--- src/rtl/pfw_pkg.sv ---
// ----------------------------------------------------------------------------
// pfw_pkg: shared types and constants for the page frame buffer pixel writer
// Holds command and result types, opcodes and default geometry.
// ----------------------------------------------------------------------------
package pfw_pkg;

  localparam int SCREEN_WIDTH_DEF  = 128;
  localparam int SCREEN_HEIGHT_DEF = 64;
  localparam int QUEUE_DEPTH_DEF   = 2;

  // input item kinds (in_tuser)
  localparam logic [1:0] KIND_DRAW  = 2'd0;
  localparam logic [1:0] KIND_CLEAR = 2'd1;
  localparam logic [1:0] KIND_READ  = 2'd2;
  localparam logic [1:0] KIND_TAKE  = 2'd3;

  // rotation register codes
  localparam logic [1:0] ROT_NONE = 2'd0;
  localparam logic [1:0] ROT_90   = 2'd1;
  localparam logic [1:0] ROT_180  = 2'd2;
  localparam logic [1:0] ROT_270  = 2'd3;

  typedef enum logic [2:0] {
    OP_DRAW,    // read-modify-write one byte
    OP_CLEAR,   // sweep the store
    OP_READ,    // return one byte
    OP_TAKE,    // report box, drop pending
    OP_REPORT   // no store access, report box
  } op_t;

  typedef struct packed {
    op_t        op;
    logic [6:0] col;
    logic [2:0] page;
    logic [2:0] bit_sel;
    logic       color;
  } cmd_t;

  typedef struct packed {
    logic [7:0] read_data;
    logic       window_pending;
    logic [6:0] window_min_x;
    logic [6:0] window_max_x;
    logic [2:0] window_min_page;
    logic [2:0] window_max_page;
  } res_t;

endpackage

--- src/rtl/pfw_front.sv ---
// ----------------------------------------------------------------------------
// pfw_front: input stage
// Holds the rotation register, rotates and range checks each beat and
// pushes a decoded command into the queue.
// ----------------------------------------------------------------------------
module pfw_front #(
  parameter int SCREEN_WIDTH  = pfw_pkg::SCREEN_WIDTH_DEF,
  parameter int SCREEN_HEIGHT = pfw_pkg::SCREEN_HEIGHT_DEF
) (
  input  logic          clk,
  input  logic          rst_n,
  input  logic          cfg_wr_en,
  input  logic [1:0]    cfg_wr_data,
  input  logic          in_tvalid,
  output logic          in_tready,
  input  logic [1:0]    in_kind,
  input  logic [7:0]    in_pos_x,
  input  logic [7:0]    in_pos_y,
  input  logic          in_color,
  input  logic [2:0]    in_read_page,
  input  logic [6:0]    in_read_column,
  input  logic          q_full,
  input  logic          init_busy,
  output logic          push,
  output pfw_pkg::cmd_t cmd
);

  localparam int PAGES = (SCREEN_HEIGHT + 7) / 8;

  logic [1:0] rot_r;
  logic [8:0] x9, y9, tx, ty;
  logic       on_raw, on_rot, rd_ok;

  always_ff @(posedge clk) begin
    if (!rst_n) begin
      rot_r <= pfw_pkg::ROT_NONE;
    end else if (cfg_wr_en) begin
      rot_r <= cfg_wr_data;
    end
  end

  assign x9 = {1'b0, in_pos_x};
  assign y9 = {1'b0, in_pos_y};
  assign on_raw = (x9 < 9'(SCREEN_WIDTH)) && (y9 < 9'(SCREEN_HEIGHT));

  always_comb begin
    case (rot_r)
      pfw_pkg::ROT_90: begin
        tx = 9'(SCREEN_HEIGHT - 1) - y9;
        ty = x9;
      end
      pfw_pkg::ROT_180: begin
        tx = 9'(SCREEN_WIDTH - 1) - x9;
        ty = 9'(SCREEN_HEIGHT - 1) - y9;
      end
      pfw_pkg::ROT_270: begin
        tx = y9;
        ty = 9'(SCREEN_WIDTH - 1) - x9;
      end
      default: begin
        tx = x9;
        ty = y9;
      end
    endcase
  end

  // non-square screens can rotate a valid point off the edge
  assign on_rot = (tx < 9'(SCREEN_WIDTH)) && (ty < 9'(SCREEN_HEIGHT));
  assign rd_ok  = ({1'b0, in_read_page} < 4'(PAGES)) &&
                  ({1'b0, in_read_column} < 8'(SCREEN_WIDTH));

  assign in_tready = !init_busy && !q_full;
  assign push      = in_tvalid && in_tready;

  always_comb begin
    cmd.col     = tx[6:0];
    cmd.page    = ty[5:3];
    cmd.bit_sel = ty[2:0];
    cmd.color   = in_color;
    case (in_kind)
      pfw_pkg::KIND_DRAW: begin
        cmd.op = (on_raw && on_rot) ? pfw_pkg::OP_DRAW : pfw_pkg::OP_REPORT;
      end
      pfw_pkg::KIND_CLEAR: begin
        cmd.op = pfw_pkg::OP_CLEAR;
      end
      pfw_pkg::KIND_READ: begin
        cmd.op   = rd_ok ? pfw_pkg::OP_READ : pfw_pkg::OP_REPORT;
        cmd.col  = in_read_column;
        cmd.page = in_read_page;
      end
      pfw_pkg::KIND_TAKE: begin
        cmd.op = pfw_pkg::OP_TAKE;
      end
      default: begin
        cmd.op = pfw_pkg::OP_REPORT;
      end
    endcase
  end

endmodule

--- config.mk ---
export PLATFORM = sky130hd
export DESIGN_NAME = pfw_front
export DESIGN_NICKNAME = d
export VERILOG_FILES = /design/src/rtl/pfw_pkg.sv /design/src/rtl/pfw_front.sv
export SDC_FILE = /design/constraint.sdc
export NUM_CORES = 1
export LEC_CHECK = 0
export BUFFER_PORTS_ARGS = -buffer_cell sky130_fd_sc_hd__buf_2
export CORE_MARGIN = 5
export CORE_UTILIZATION = 39
export DETAILED_ROUTE_END_ITERATION = 12
export GPL_ROUTABILITY_DRIVEN = 0
export GPL_TIMING_DRIVEN = 0
export PLACE_DENSITY = 0.89
export SLEW_MARGIN = 15
export SYNTH_ARGS = -nofsm -noshare
export SYNTH_HDL_FRONTEND = slang
export SYNTH_SLANG_ARGS = --single-unit
--- constraint.sdc ---
create_clock -name clk -period 3.1 [get_ports clk]
set_clock_uncertainty 0.2 [all_clocks]
set_input_delay 0.31 -clock clk [delete_from_list [all_inputs] [get_ports clk]]
set_output_delay 0.31 -clock clk [all_outputs]
set_load 0.05 [all_outputs]
# --- Yosys cells after proc, flatten, opt, wreduce, memory -nomap -nowiden ---
# Index checks and enable logic that the tools add are counted.
word_totals:
  n_memories: 0
  ram_bits: 0
  latchBits: 0
  out_inout_bits: 19
  word_cells: 26
  ff_bits: 2
  in_bits: 37
  romBits: 0
op_classes:
  magnitude_cmp: 4
  bitwise_logic: 0
  eq_ne: 6
  n_addsub: 2
  n_mul: 0
  div_mod_pow: 0
  n_shift: 0
  muxes: 5
  reduce_logical: 8
ops:
  columns: ["op", "n"]
  rows:
  - ["9-bit case mux with 3 select lines", 2]
  - ["3-bit case mux with 4 select lines", 1]
  - ["10-bit two-way mux", 1]
  - ["9-bit by 7-bit less-than comparator with 1-bit output (second input constant)", 1]
  - ["9-bit by 8-bit less-than comparator with 1-bit output (second input constant)", 1]
  - ["6-bit by 8-bit subtractor with 9-bit output (first input constant)", 1]
  - ["7-bit by 8-bit subtractor with 9-bit output (first input constant)", 1]
  - ["2-bit equality test (second input constant)", 4]
  - ["8-bit by 7-bit less-than comparator with 1-bit output (second input constant)", 1]
  - ["8-bit less-than comparator (second input constant)", 1]
  - ["1-bit logical AND", 5]
  - ["2-bit by 1-bit equality test with 1-bit output (second input constant)", 2]
  - ["3-bit two-way mux", 1]
  - ["1-bit logical NOT", 2]
  - ["2-bit logical NOT", 1]

# --- Longest topological paths before layout ---
logic_depth:
  depth_word: 7
  mapped_depth: 6
  depth_no_buf: 6

# --- Worst setup path after synthesis ---
# OpenSTA, ideal clock, no wires.
synth_timing:
  path_kind: "input to output"
  startpoint: "input in_pos_y[6]"
  endpoint: "output cmd[16] (netlist name)"
  t_arrival_ns: 1.652
  path_buffers: 0
  path_slack_ns: 0.938
  t_required_ns: 2.590
  cell_stages: 6
  cell_sequence: "inv_1 -> ha_1 -> nand2b_1 -> o31ai_1 -> o221a_1 -> nor3_2"
synth_lines:
  columns: ["item", "line", "source"]
  rows:
  - ["start: declaration", "pfw_front.sv:18", "input logic [7:0] in_pos_y,"]
  - ["end: declaration", "pfw_front.sv:25", "output pfw_pkg::cmd_t cmd"]

==> impl_metrics.tcl <==
set metrics [dict create \
    cp-startpoint "in_pos_y[6]" \
    start_kind "input port" \
    track_usage 0.143 \
    dr_total_vias 758 \
    syn_inst 83 \
    grt_overflow 0 \
    yosysWarnings 0 \
    synth_seq_cells 2 \
    worst_hold_slack_ps 116 \
    hold_path.class "in -> reg" \
    crit_required_ps 2590 \
    placed_area_um2 890 \
    max_stage_delay_ps 280 \
    nets 181 \
    clkLatencyLatePin_ps 230 \
    synthesis.nets 122 \
    cp_common_cell "buf_2" \
    cts_buffers 3 \
    ctsLongestPathBuffers 2 \
    drc 0 \
    final.setup.tns_ps 0 \
    hp-start "rst_n" \
    die_h_um 49.2 \
    vias_per_cell 4.86 \
    cts_resized 0 \
    hold_viol 0 \
    top_register "rot_r" \
    fin_crit_ps 2090 \
    ctsHoldBuffers 0 \
    initial_core_util 0.403 \
    r2r_start "rot_r[0]$_SDFFE_PN0P_" \
    dp.cells 153 \
    final_cells 156 \
    path_max_fanout 3 \
    yosysUniqueCellTypes 24 \
    tightest_slew_ps 257 \
    h-tree-depth 1 \
    end_kind "output port" \
    io_buffers 54 \
    power.density_nw_per_um2 348 \
    num_io_pins 56 \
    finalCritPeriodShare 0.676 \
    maxSlewHeadroom 0.830 \
    status "complete, no violations" \
    finalSetupViolations 0 \
    synth_area_um2 599 \
    ys_seq_area_frac 0.0668 \
    drv_slew 0 \
    layout-drive-gt1-share 0.486 \
    hpwl_um 1470 \
    cts_num_sinks 2 \
    vdd_drop_max_uv 298 \
    drtPass1Iterations 3 \
    routed_wl_um 1790 \
    critical_path_class "in -> out" \
    p_leak_nw 0.490 \
    root_buffer "clkbuf_4" \
    maxCapViolCount 0 \
    grt_pass1_wl_um 2840 \
    rows 14 \
    largest_register_ffs 2 \
    area_growth_pct 52.2 \
    crit_arrival_ps 1580 \
    fp.dieArea_um2 2420 \
    ant_nets 0 \
    drt-initial-drc-count 12 \
    largestRegisters "rot_r: 2 flops" \
    rsz0062_at_grt "false" \
    synth_area_per_cell_um2 7.22 \
    grt_max_degree 11 \
    post-cts-setup-buffer-count 0 \
    clk_pin_slew_worst_paths_ps 30 \
    final_util 0.613 \
    cts_tree "done" \
    fmax_mhz 477 \
    critPathSlowestCell "ha_1" \
    core_um2 1490 \
    first_global_vias 708 \
    n_antenna_cell 0 \
    stdcell_area_um2 912 \
    wl_per_cell_um 11.5 \
    path_cells "buf_2 -> inv_1 -> ha_1 -> nand2b_1 -> o31ai_1 -> o221a_1 -> nor3_2 -> buf_2" \
    antenna_found_initial 0 \
    die_x_um 49.2 \
]
## layout make-up
type,count,area [µm²]
Tap cell,16,20.0
Buffer,9,58.8
Inverter,6,22.5
Fill cell,140,577
Clock buffer,3,22.5
Sequential cell,2,40.0
Multi-Input combinational cell,66,478
Timing Repair Buffer,54,270
## placed cells by master (no fill, tap or decap), drive strengths merged
cell type / count
a21oi: 4
and2: 1
buf: 60
clkbuf: 6
dfxtp: 2
ha: 2
inv: 6
mux2i: 12
nand2: 10
nand2b: 1
nand4b: 1
nor2: 4
nor2b: 4
nor3: 1
o21a: 1
o21ai: 10
o221a: 1
o31ai: 1
xnor2: 10
xor2: 3
## per-stage QoR
| step | total power (W) | setup WS (ps) |
|---|---|---|
| 2_1_floorplan | 0.000199 | 938 |
| 3_3_place_gp | 0.000255 | 1050 |
| 3_5_place_dp | 0.000259 | 1000 |
| 4_1_cts | 0.000321 | 993 |
| 5_1_grt | 0.000336 | 927 |
| 6_report | 0.000318 | 1010 |
## synthesized netlist by cell type, drive strengths merged
cell type  instances  share of area
xnor2             10           0.15
and2               1          0.010
o21ai             10          0.084
o31ai              1          0.013
nor2b              4          0.042
clkbuf             3          0.025
nand2b             1          0.010
dfxtp              2          0.067
mux2i             12           0.20
nand2             10          0.063
o221a              1          0.019
nand4b             1          0.025
xor2               3          0.044
inv                6          0.038
ha                 2          0.042
o21a               1          0.013
buf                6          0.073
a21oi              4          0.046
nor3               1          0.017
nor2               4          0.025
## worst max-delay path: cells and delay by family
kind / cells / cell delay, ps
simple gates: 2 / 200
buf+inv: 3 / 350
compound gates: 2 / 440
fa+ha+maj: 1 / 280
## layer usage
layer | part of all wire | track usage | wire [µm]
met2 | 0.52 | 0.273 | 930
met3 | 0.10 | 0.0336 | 179
met4 | 0.011 | 0.0673 | 20
met5 | 0 | 0 | 0
met1 | 0.37 | 0.140 | 656
## where the power goes
| group | internal (W) | leakage [nW] | total (W) | switching (W) |
|---|---|---|---|---|
| Combinational | 0.0000734 | 0.460 | 0.000230 | 0.000156 |
| Sequential | 0.0000275 | 0.0165 | 0.0000282 | 0.000000714 |
| Clock | 0.0000429 | 0.0138 | 0.0000600 | 0.0000171 |
## worst paths after layout
path / endpoint / slack (ps) / cells after the start
worst max-delay path: cmd[16] / 1010 / 8
worst min-delay path: rot_r[0]$_SDFFE_PN0P_ / 120 / 2
worst max register to register: rot_r[0]$_SDFFE_PN0P_ / 2060 / 3
worst min register to register: rot_r[1]$_SDFFE_PN0P_ / 490 / 3
## cell families (layout without fill, tap and decap cells)
group                      after synthesis  count (layout)  synth area share
and+or+nand+nor                         22              22             0.192
AOI/OAI and AO/OA                       17              17             0.173
buffers and inverters                   15              72             0.136
xor gates and xnor gates                13              13             0.190
muxes                                   12              12             0.200
adders and majority gates                2               2            0.0417
DFF                                      2               2            0.0668
(Power assumes the default switching activity.)
