File: src/rtl/pfw_pkg.sv
// ----------------------------------------------------------------------------
// pfw_pkg: shared types and constants for the page frame buffer pixel writer
// Holds command and result types, opcodes and default geometry.
// ----------------------------------------------------------------------------
package pfw_pkg;

  localparam int SCREEN_WIDTH_DEF  = 128;
  localparam int SCREEN_HEIGHT_DEF = 64;
  localparam int QUEUE_DEPTH_DEF   = 2;

  // input item kinds (in_tuser)
  localparam logic [1:0] KIND_DRAW  = 2'd0;
  localparam logic [1:0] KIND_CLEAR = 2'd1;
  localparam logic [1:0] KIND_READ  = 2'd2;
  localparam logic [1:0] KIND_TAKE  = 2'd3;

  // rotation register codes
  localparam logic [1:0] ROT_NONE = 2'd0;
  localparam logic [1:0] ROT_90   = 2'd1;
  localparam logic [1:0] ROT_180  = 2'd2;
  localparam logic [1:0] ROT_270  = 2'd3;

  typedef enum logic [2:0] {
    OP_DRAW,    // read-modify-write one byte
    OP_CLEAR,   // sweep the store
    OP_READ,    // return one byte
    OP_TAKE,    // report box, drop pending
    OP_REPORT   // no store access, report box
  } op_t;

  typedef struct packed {
    op_t        op;
    logic [6:0] col;
    logic [2:0] page;
    logic [2:0] bit_sel;
    logic       color;
  } cmd_t;

  typedef struct packed {
    logic [7:0] read_data;
    logic       window_pending;
    logic [6:0] window_min_x;
    logic [6:0] window_max_x;
    logic [2:0] window_min_page;
    logic [2:0] window_max_page;
  } res_t;

endpackage

File: src/rtl/pfw_fifo.sv
// ----------------------------------------------------------------------------
// pfw_fifo: command queue
// Small register FIFO between the front and back stages.
// ----------------------------------------------------------------------------
module pfw_fifo #(
  parameter int DEPTH = pfw_pkg::QUEUE_DEPTH_DEF
) (
  input  logic          clk,
  input  logic          rst_n,
  input  logic          push,
  input  pfw_pkg::cmd_t din,
  output logic          full,
  input  logic          pop,
  output pfw_pkg::cmd_t dout,
  output logic          valid
);

  localparam int PTR_W = (DEPTH > 1) ? $clog2(DEPTH) : 1;
  localparam int CNT_W = $clog2(DEPTH + 1);

  pfw_pkg::cmd_t    ent_r [DEPTH];
  logic [PTR_W-1:0] wr_ptr_r, rd_ptr_r;
  logic [CNT_W-1:0] cnt_r;

  assign full  = (cnt_r == CNT_W'(DEPTH));
  assign valid = (cnt_r != '0);
  assign dout  = ent_r[rd_ptr_r];

  always_ff @(posedge clk) begin
    if (push) begin
      ent_r[wr_ptr_r] <= din;
    end
  end

  always_ff @(posedge clk) begin
    if (!rst_n) begin
      wr_ptr_r <= '0;
      rd_ptr_r <= '0;
      cnt_r    <= '0;
    end else begin
      if (push) begin
        wr_ptr_r <= (wr_ptr_r == PTR_W'(DEPTH - 1)) ? '0 : wr_ptr_r + 1'b1;
      end
      if (pop) begin
        rd_ptr_r <= (rd_ptr_r == PTR_W'(DEPTH - 1)) ? '0 : rd_ptr_r + 1'b1;
      end
      if (push && !pop) begin
        cnt_r <= cnt_r + 1'b1;
      end else if (pop && !push) begin
        cnt_r <= cnt_r - 1'b1;
      end
    end
  end

endmodule

File: config.mk
export PLATFORM = sky130hd
export DESIGN_NAME = pfw_fifo
export DESIGN_NICKNAME = d
export VERILOG_FILES = /design/src/rtl/pfw_pkg.sv /design/src/rtl/pfw_fifo.sv
export SDC_FILE = /design/constraint.sdc
export NUM_CORES = 1
export LEC_CHECK = 0
export ABC_AREA = 1
export BUFFER_PORTS_ARGS = -buffer_cell sky130_fd_sc_hd__buf_2
export CORE_MARGIN = 5
export CORE_UTILIZATION = 25
export CTS_BUF_LIST = sky130_fd_sc_hd__clkbuf_8
export DETAILED_ROUTE_END_ITERATION = 6
export PLACE_DENSITY = 0.54
export SLEW_MARGIN = 20
export SYNTH_ARGS = -nofsm -noshare
export SYNTH_HDL_FRONTEND = slang
export SYNTH_SLANG_ARGS = --single-unit
File: constraint.sdc
create_clock -name clk -period 2 [get_ports clk]
set_clock_uncertainty 0.05 [all_clocks]
set_input_delay 0.1 -clock clk [delete_from_list [all_inputs] [get_ports clk]]
set_output_delay 0.1 -clock clk [all_outputs]
set_load 0.02 [all_outputs]
* After elaboration in Yosys (flattened, before gate mapping)
Memory sizes are Yosys's and may differ from the RTL's. A register that Yosys moved wholly into a read port is not among the register bits. Index checks and enable logic that the tools add are counted.
Word-level totals: register bits 4, memory bits (writable) 34, bits of input ports 21, word-level logic and storage cells 23, memories 1
Cells by class: add/subtract/negate cells 4, equal/unequal tests 1, multiplexer cells 8, reductions and logical operators 6
Memories:
- ent_r | depth 2, bits a word 17, rd ports 1, clocked after Yosys merged registers in 1, write ports 1, line pfw_fifo.sv:21 | pfw_pkg::cmd_t ent_r [DEPTH];
Operators by type and width (count):
- 2-to-1 mux 1 bit | 6
- 2-to-1 mux 2 bit | 2
- nonzero test 2 bit | 2
- adder 1 bit, second input constant | 2
- adder 2 x 1 -> 2 bit, second input constant | 1
- equality test 2 bit, second input constant | 1
- logical AND 1 bit | 2
- zero test 1 bit | 2
- subtractor 2 x 1 -> 2 bit, second input constant | 1

* Longest topological paths before layout
Gate-level depths: netlist (run 1).
word-level depth 4, mapped depth 8

* Least setup slack after synthesis (run 1)
OpenSTA, ideal clock, no wires.
kind reg-to-reg, from register wr_ptr_r, to memory ent_r[0][0] in the netlist's numbering (enable), library setup time 0.391 ns, arrival time 1.059 ns, setup slack 0.500 ns, stages on the path, launching flop included 2, path buffers 0, cell sequence dfxtp_1 nor2_1
RTL lines:
- from (decl) | line pfw_fifo.sv:22 | logic [PTR_W-1:0] wr_ptr_r, rd_ptr_r;
- from (signal assigned) | line pfw_fifo.sv:42 | wr_ptr_r <= (wr_ptr_r == PTR_W'(DEPTH - 1)) ? '0 : wr_ptr_r + 1'b1;
- to (decl) | line pfw_fifo.sv:21
Straight into the memory's write port.

==> results.py, run 1 <==
metrics = {
    "clock_network": {
        "clkTransAtPathRegs_ns": 0.07,
        "cts_max_path_buffers": 2,
        "cts_made_buffers": 5,
        "worstSkewPairLatency_ns": 0.27,
        "h-tree-depth": 2,
        "cts.repair.resized": 0,
        "cts_sinks": 39,
        "root_buffer": "clkbuf_8",
        "cts_tree": "done",
    },
    "setup_path": {
        "rr_worst_depth": 3,
        "worst_path_largest_cell_delay_ns": 0.39,
        "crit_required_ns": 1.85,
        "r2r_start": "wr_ptr_r",
        "endpoint_kind": "output port",
        "worstPathArrival_ns": 1.43,
        "crit_chain": "buf_4 > mux2_2 > buf_2",
        "startpoint_type": "flop",
        "path_delay_family": "buffers and inverters",
        "ff2ff_setup_slack_ns": 0.89,
        "critical_path.max_fanout": 17,
        "path_class": "reg2out",
        "cpMaxStageDelayCell": "mux2_2",
        "reg2reg_to": "ent_r[1][10]",
        "crit_buf_inv": 2,
    },
    "sta": {
        "rsz0062_at_grt": "false",
        "tightest_slew_ns": 0.284,
        "final.setup.tns_ns": 0,
        "fin_crit_ns": 1.58,
        "final.period_utilization_pct": 79.2,
        "setup_violations": 0,
        "finalHoldViolations": 0,
        "drv_slew": 0,
        "hold_slack_ns": 0.0377,
        "fmax_mhz": 631,
        "relSlewSlack_pct": 81.1,
    },
    "hold_path": {
        "hold_path_end": "wr_ptr_r",
        "worstHoldPathCells": 3,
        "min_from": "rst_n",
        "hold_class": "in2reg",
    },
    "power": {
        "cellPowerDensity_nw_per_um2": 820,
        "power.leakage_nw": 0.841,
        "irDropWorstVdd_mv": 0.257,
    },
    "floorplan": {
        "ios": 40,
        "initial_core_util_pct": 25.6,
        "core_um2": 5890,
        "fp-row-count": 28,
        "die_y_um": 87.7,
        "die_w_um": 87.7,
        "dieArea_um2": 7690,
    },
    "detailed_routing": {
        "drtIter0Drc": 25,
        "ant_nets": 0,
        "via_per_inst": 3.95,
        "drt_pass1_iterations": 4,
        "drc": 0,
        "routed_wl_um": 2770,
        "vias": 897,
        "avgRoutedWirePerCell_um": 12.2,
    },
    "yosys": {
        "seq_area_frac_synth_pct": 74.3,
        "syn_inst": 88,
        "synth_fp_nets": 110,
        "synth_cell_types": 14,
        "yosysWarnings": 0,
        "syn_area_per_cell_um2": 17.1,
        "synth.cell_area_um2": 1510,
        "synth.ff_latch_count": 39,
    },
    "run_status": {
        "status": "finished clean",
    },
    "global_route": {
        "grt.total_usage_pct": 7.56,
        "grt_pass1_vias": 985,
        "grt_max_degree": 18,
        "grt_pass1_wl_um": 4300,
        "antenna_found_initial": 0,
        "grt_overflow_total": 0,
    },
    "placement": {
        "hpwlAfterDp_um": 1990,
        "port_buffers": 39,
        "place_congestion": 0.729,
    },
    "cells_and_area": {
        "finalNetCount": 174,
        "syn2layout_area_growth_pct": 35.2,
        "drive_above_1_share_pct": 43.4,
        "antenna-diode-count": 0,
    },
    "job": {
        "drv_cap": 0,
    },
}
[placed cells by master, fill, tap and decap left out]
master,instances
nor2_2,1
clkinv_2,1
mux2_4,10
nand2_1,9
clkinv_1,1
inv_1,8
clkbuf_8,5
nand3_1,1
dfxtp_1,5
edfxtp_1,34
nor2_1,7
ha_1,1
a21oi_1,1
nand4_1,1
o21ai_0,1
buf_2,39
mux2_2,7
buf_4,3
dlygate4sd3_1,17
[final cells by class]
cell class / count / area, um^2
Sequential cell: 39 / 1120
Clock buffer: 5 / 68.8
Tap cell: 75 / 93.8
Timing Repair Buffer: 59 / 388
Clock inverter: 2 / 8.76
Inverter: 8 / 30.0
Fill cell: 590 / 3850
Multi-Input combinational cell: 39 / 329
[state kept, by name, indices dropped and copies added (netlist names), named ones only]
name,cells
cnt_r,2
ent_r,34
rd_ptr_r,1
wr_ptr_r,1
[cell usage after synthesis]
| cell type | n | share of area [%] |
|---|---|---|
| nand3_1 | 1 | 0.33 |
| inv_1 | 8 | 2.0 |
| nand4_1 | 1 | 0.41 |
| edfxtp_1 | 34 | 68 |
| a21oi_1 | 1 | 0.33 |
| nand2_1 | 9 | 2.2 |
| nor2_1 | 8 | 2.0 |
| dfxtp_1 | 5 | 6.6 |
| mux2_2 | 7 | 5.2 |
| buf_6 | 1 | 0.75 |
| o21ai_0 | 1 | 0.33 |
| mux2_4 | 10 | 9.9 |
| ha_1 | 1 | 0.83 |
| buf_12 | 1 | 1.3 |
[how the worst max path moves through the flow]
stage	from	to	slack [ns]	depth (start not counted)
after floorplan	wr_ptr_r	ent_r[0][0]	0.50	1
after global placement	flop	dout[4]	0.74	3
after detailed placement	flop	dout[0]	0.70	3
after CTS	flop	dout[0]	0.38	3
after global routing	flop	dout[0]	0.35	3
final	flop	dout[0]	0.42	3
[what timing repair did]
action	in CTS	in global routing
hold buffers	17	0
buffers inserted	0	0
hold endpoints to repair	34	0
[per-stage QoR]
step	util (%)	total power, W	area, um^2	instances	setup slack (ns)
6_report	34.7	0.00167	2040	227	0.416
3_3_place_gp	30.4	0.00119	1790	203	0.741
3_5_place_dp	30.4	0.00120	1790	203	0.696
5_1_grt	34.7	0.00175	2040	227	0.351
4_1_cts	34.7	0.00170	2040	227	0.379
2_1_floorplan	-	0.00112	1510	88	0.500
[layer usage]
layer / up-vias / track usage [%] / share of wire (%)
li1: 440 / - / -
met4: 0 / 3.35 / 0.72
met3: 2 / 2.73 / 7.7
met5: - / 0 / 0
met2: 26 / 13.4 / 51
met1: 429 / 8.00 / 40
[report_power, final]
group | switching (W) | internal (W)
clock network | 0.000238 | 0.000232
registers | 0.0000134 | 0.000935
logic | 0.000136 | 0.000118
total | 0.000387 | 0.00128
[kinds of logic after synthesis]
family	share of synthesized area, %
adder cells (fa/ha/maj)	0.829
AO/OA/AOI/OAI	0.663
flip-flops	74.3
multiplexers	15.2
AND/OR/NAND/NOR	4.97
buffers and inverters	4.06
[worst reg2reg max path, cell delays in order (launching register included)]
cell	delay [ns]
dfxtp_1	0.37
nand2_1	0.08
inv_1	0.05
buf_4	0.25
(Power assumes the default switching activity.)
==> inputs of run 2 (changes only) <==
--- a/config.mk
+++ b/config.mk
@@ -11,7 +11,7 @@
 export CORE_UTILIZATION = 25
 export CTS_BUF_LIST = sky130_fd_sc_hd__clkbuf_8
 export DETAILED_ROUTE_END_ITERATION = 6
-export PLACE_DENSITY = 0.54
+export PLACE_DENSITY = 0.55
 export SLEW_MARGIN = 20
 export SYNTH_ARGS = -nofsm -noshare
 export SYNTH_HDL_FRONTEND = slang
==> constraint.sdc (replaced) <==
create_clock -name clk -period 1.3 [get_ports clk]
set_clock_uncertainty 0.05 [all_clocks]
set_input_delay 0.065 -clock clk [delete_from_list [all_inputs] [get_ports clk]]
set_output_delay 0.065 -clock clk [all_outputs]
set_load 0.02 [all_outputs]
==> run 2 against run 1 <==
Compared with the run above:
- the run now ends with setup timing left
- cell count grew 3.1%
- critical path depth unchanged
- final area increased by 14%
- first-iteration DRC count is 32% lower
- non-clock buffer count grew 6
- routed wire length up 3.9%
- via count increased by 2.0%
- largest cell class unchanged
- largest power group unchanged
==> results.py, run 2 (same netlist as run 1, synthesis figures left out) <==
metrics = {
    "global_route": {
        "grt_pass1_vias": 1000,
        "grt_max_degree": 13,
        "use_met2_pct": 14.7,
        "grt_overflow_total": 0,
        "grt_pass1_wl_um": 4530,
        "antenna_found_initial": 0,
        "gr-max-usage-layer": "met2",
        "grt.met3_usage_pct": 2.82,
        "grt.total_usage_pct": 7.99,
        "use_met1_pct": 8.11,
    },
    "detailed_routing": {
        "ant_nets": 0,
        "vias": 915,
        "drt_pass1_iterations": 2,
        "drtIter0Drc": 17,
        "drc": 0,
        "via_per_inst": 3.91,
        "avgRoutedWirePerCell_um": 12.3,
        "routed_wl_um": 2880,
    },
    "cells_and_area": {
        "top_register": "ent_r",
        "mostFrequentLayoutCell": "edfxtp_1",
        "finish.utilization_pct": 39.6,
        "syn2layout_area_growth_pct": 54.6,
        "drive_above_1_share_pct": 46.5,
        "largest_reg_flops": 34,
        "finalNetCount": 180,
        "antenna-diode-count": 0,
        "mostFrequentLayoutCells": "34 x edfxtp_1, 22 x buf_2, 19 x dlygate4sd3_1",
        "biggestRegsByFlops": "ent_r: 34 flops, cnt_r: 2 flops",
    },
    "clock_network": {
        "root_buffer": "clkbuf_8",
        "cts_made_buffers": 5,
        "postCtsSetupRepairBufs": 0,
        "cts_sinks": 39,
        "worstSkewPairLatency_ns": 0.28,
        "cts_tree": "done",
        "cts_max_path_buffers": 2,
        "h-tree-depth": 2,
        "clkTransAtPathRegs_ns": 0.08,
    },
    "setup_path": {
        "rr_worst_depth": 3,
        "path_delay_family": "flip-flops",
        "critical_path.max_fanout": 6,
        "crit_chain": "buf_8 > mux2_4 > buf_6",
        "cpMaxStageDelayCell": "dfxtp_4",
        "worst_path_largest_cell_delay_ns": 0.41,
        "ff2ff_setup_slack_ns": 0.23,
        "endpoint_kind": "output port",
        "crit_buf_inv": 2,
        "startpoint_type": "flop",
        "worstPathArrival_ns": 1.28,
        "r2r_start": "wr_ptr_r",
        "crit_required_ns": 1.19,
        "path_class": "reg2out",
        "cp_num_cells": 3,
    },
    "sta": {
        "relSlewSlack_pct": 89.7,
        "setup_slack_ns": -0.0946,
        "hold_slack_ns": 0.0329,
        "tightest_slew_ns": 0.155,
        "setup_violations": 17,
        "finalHoldViolations": 0,
        "final.period_utilization_pct": 107,
        "final.setup.tns_ns": -1.35,
        "rsz0062_at_grt": "true",
        "drv_slew": 0,
        "fmax_mhz": 717,
        "fin_crit_ns": 1.39,
    },
    "run_status": {
        "failed_checks": "setup timing",
        "status": "complete, but fails checks",
    },
    "hold_path": {
        "worstHoldPathCells": 3,
        "min_from": "push",
        "hold_class": "in2reg",
    },
    "job": {
        "drv_cap": 0,
    },
    "floorplan": {
        "die_y_um": 87.7,
        "ios": 40,
        "die_w_um": 87.7,
        "dieArea_um2": 7690,
        "initial_core_util_pct": 25.6,
        "core_um2": 5890,
        "fp-row-count": 28,
    },
    "power": {
        "power.leakage_nw": 0.973,
        "cellPowerDensity_nw_per_um2": 1340,
        "irDropWorstVdd_mv": 0.478,
    },
    "placement": {
        "port_buffers": 39,
        "place_congestion": 0.709,
        "hpwlAfterDp_um": 2070,
    },
}
==> run 2: cell count changes in the layout (fill, tap and decap cells not counted), moves of 2 or more <==
cell,previous run,this run
buf_2,39,22
buf_6,0,17
bufinv_16,0,2
dlygate4sd3_1,17,19
mux2_2,7,0
mux2_4,10,17
==> run 2: final timing paths <==
| path | to |
|---|---|
| worst max-delay path | dout[2] |
| worst min-delay path | wr_ptr_r |
| worst max register to register | ent_r[1][6] |
| worst min register to register | wr_ptr_r |
==> run 2: cell type report <==
cell class	instances	area [um^2]
fillers	554	3550
flip-flops and latches	39	1120
repair buffers	65	584
multi-input cells	39	368
well taps	75	93.8
clock buffers	5	68.8
clock inverters	3	63.8
inverters	8	30.0
==> run 2: layer usage <==
layer / vias to the layer above / part of all wire [%]
met3: 5 / 7.3
met4: 0 / 1.2
li1: 455 / -
met2: 30 / 51
met1: 425 / 40
met5: - / 0
==> run 2: what timing repair did <==
| item | 4_1_cts | 5_1_grt |
|---|---|---|
| gates resized for setup | 46 | 2 |
| setup endpoints to repair | 17 | 19 |
| cloned | 1 | 0 |
| hold buffers | 19 | 0 |
| pin swaps | 0 | 0 |
| endpoints found under the hold margin | 37 | 0 |
==> run 2: tightest hold or removal path, cell delays in order <==
cell,delay (ns)
buf_2,0.13
nor2_1,0.08
nor2_1,0.05
==> run 2: report_power, final <==
part           leakage, nW  switching [W]  internal, W  total [W]
Clock               0.0695       0.000397     0.000759    0.00116
Combinational        0.542       0.000225     0.000284   0.000509
Sequential           0.361      0.0000270      0.00144    0.00147
==> run 2: stage by stage <==
stage               cells  power [W]  area (um^2)  setup WS [ns]
global placement      206    0.00184         1830          0.165
global route          234    0.00327         2330         -0.140
detailed placement    206    0.00186         1830          0.138
CTS                   234    0.00318         2320         -0.113
floorplan              88    0.00172         1510         0.0697
finish                234    0.00313         2330        -0.0946
==> inputs of run 3 (changes only) <==
--- a/config.mk
+++ b/config.mk
@@ -7,11 +7,13 @@
 export LEC_CHECK = 0
 export ABC_AREA = 1
 export BUFFER_PORTS_ARGS = -buffer_cell sky130_fd_sc_hd__buf_2
+export CELL_PAD_IN_SITES_DETAIL_PLACEMENT = 2
+export CELL_PAD_IN_SITES_GLOBAL_PLACEMENT = 2
 export CORE_MARGIN = 5
 export CORE_UTILIZATION = 25
 export CTS_BUF_LIST = sky130_fd_sc_hd__clkbuf_8
 export DETAILED_ROUTE_END_ITERATION = 6
-export PLACE_DENSITY = 0.55
+export PLACE_DENSITY = 0.7
 export SLEW_MARGIN = 20
 export SYNTH_ARGS = -nofsm -noshare
 export SYNTH_HDL_FRONTEND = slang
==> run 3 against run 2 <==
Compared with the run above:
- the run still ends with setup timing left
- highest routed layer unchanged
- combinational power increased by 0.8%
- critical path depth unchanged
- die area stayed put
- flip-flop and latch count unchanged
- sequential share of layout area up 1.3 points
- final area shrank 2.6%
==> results.py, run 3 (same netlist as run 1, synthesis figures left out) <==
metrics = {
    "clock_network": {
        "worstSkewPairLatency_ns": 0.28,
        "clkTransAtPathRegs_ns": 0.07,
        "postCtsSetupRepairBufs": 0,
        "cts_sinks": 39,
        "cts_max_path_buffers": 2,
        "cts_made_buffers": 5,
        "cts_tree": "done",
        "h-tree-depth": 2,
        "root_buffer": "clkbuf_8",
    },
    "cells_and_area": {
        "largest_reg_flops": 34,
        "multi_input_area_um2": 355,
        "syn2layout_area_growth_pct": 50.7,
        "seq_area_um2": 1120,
        "mostFrequentLayoutCells": "34 x edfxtp_1, 22 x buf_2, 17 x mux2_4, 17 x dlygate4sd3_1, 17 x buf_6",
        "top_register": "ent_r",
        "mostFrequentLayoutCell": "edfxtp_1",
        "biggestRegsByFlops": "ent_r: 34 flops, cnt_r: 2 flops",
        "finalNetCount": 178,
        "n_fill_cell": 600,
        "antenna-diode-count": 0,
        "drive_above_1_share_pct": 45.2,
    },
    "global_route": {
        "grt_overflow_total": 0,
        "grt_pass1_vias": 1135,
        "grt.total_usage_pct": 9.39,
        "antenna_found_initial": 0,
        "grt_pass1_wl_um": 5400,
        "grt_max_degree": 15,
    },
    "hold_path": {
        "hold_class": "in2reg",
        "hold_path_end": "cnt_r[1]",
        "worstHoldPathCells": 3,
        "min_from": "rst_n",
    },
    "detailed_routing": {
        "ant_nets": 0,
        "via_per_inst": 4.05,
        "drt_pass1_iterations": 4,
        "drtIter0Drc": 13,
        "vias": 939,
        "avgRoutedWirePerCell_um": 14.5,
        "routed_wl_um": 3370,
        "drc": 0,
    },
    "power": {
        "power.leakage_nw": 0.950,
        "irDropWorstVdd_mv": 0.404,
        "cellPowerDensity_nw_per_um2": 1220,
        "power_w": 0.00278,
    },
    "floorplan": {
        "dieArea_um2": 7690,
        "ios": 40,
        "die_y_um": 87.7,
        "fp-row-count": 28,
        "die_w_um": 87.7,
        "core_um2": 5890,
        "initial_core_util_pct": 25.6,
    },
    "job": {
        "drv_cap": 0,
    },
    "setup_path": {
        "critical_path.max_fanout": 8,
        "rr_worst_depth": 3,
        "r2r_start": "wr_ptr_r",
        "crit_chain": "buf_12 > mux2_4 > buf_6",
        "ff2ff_setup_slack_ns": 0.22,
        "worst_path_largest_cell_delay_ns": 0.39,
        "endpoint_kind": "output port",
        "worstPathArrival_ns": 1.26,
        "startpoint_type": "flop",
        "crit_required_ns": 1.19,
        "reg2reg_to": "ent_r[1][6]",
        "path_class": "reg2out",
        "cpMaxStageDelayCell": "dfxtp_4",
    },
    "sta": {
        "final.period_utilization_pct": 106,
        "setup_violations": 17,
        "drv_slew": 0,
        "fmax_mhz": 728,
        "tightest_slew_ns": 0.142,
        "relSlewSlack_pct": 90.4,
        "finalHoldViolations": 0,
        "rsz0062_at_grt": "true",
        "setup_slack_ns": -0.0745,
        "fin_crit_ns": 1.37,
    },
    "run_status": {
        "status": "complete, but fails checks",
        "failed_checks": "setup timing",
    },
    "placement": {
        "place_congestion": 0.650,
        "port_buffers": 39,
        "pre_cts_slack_ns": 0.102,
        "hpwlAfterDp_um": 2560,
    },
}
==> run 3: through the flow <==
| stage | std cells | TNS [ns] | util, % | hold WS, ns | cell area [um^2] |
|---|---|---|---|---|---|
| detailed placement | 206 | 0 | 31.3 | 0.209 | 1840 |
| global placement | 206 | 0 | 31.3 | 0.205 | 1840 |
| global route | 232 | -2.02 | 38.6 | 0.00985 | 2270 |
| CTS | 231 | -1.60 | 36.3 | 0.00150 | 2140 |
| floorplan | 88 | 0 | - | 0.114 | 1510 |
| finish | 232 | -1.09 | 38.6 | 0.00354 | 2270 |
==> run 3: critical path, delay by kind of cell (launching register included) <==
kind                   cells  cell delay, ns
buffers and inverters      2            0.27
DFF                        1            0.39
muxes                      1            0.31
==> run 3: worst max path at each step <==
stage,end,slack (ns),from,cells after the start
after floorplan,ent_r[0][0],0.07,wr_ptr_r,1
after global placement,dout[15],0.14,flop,3
after detailed placement,dout[13],0.10,flop,3
after CTS,dout[2],-0.11,flop,3
after global routing,dout[15],-0.14,flop,3
final,dout[15],-0.07,flop,3
==> run 3: final cells by class <==
| class | instances | area share (%) |
|---|---|---|
| flip-flops and latches | 39 | 49.5 |
| repair buffers | 63 | 25.5 |
| multi-input cells | 39 | 15.6 |
| well taps | 75 | 4.13 |
| clock buffers | 6 | 3.63 |
| inverters | 8 | 1.32 |
| clock inverters | 2 | 0.330 |
==> run 3: layer usage <==
layer	track usage [%]	vias up	part of all wire, %
met5	0	-	0
met4	2.51	0	0.56
li1	-	449	-
met1	9.55	458	36
met3	3.01	4	5.1
met2	18.2	28	58
==> run 3: repair_timing <==
action	in CTS	in global routing
endpoints found under the setup margin	17	17
cloned	0	1
hold buffers	17	0
gates resized for setup	12	34
endpoints found under the hold margin	34	0
==> run 3: power breakdown <==
group	internal (W)	total [W]	leakage [nW]	switching, W
clock	0.000417	0.000797	0.0500	0.000380
sequential	0.00144	0.00147	0.361	0.0000287
combinational	0.000281	0.000513	0.539	0.000232
total	0.00214	0.00278	0.950	0.000641
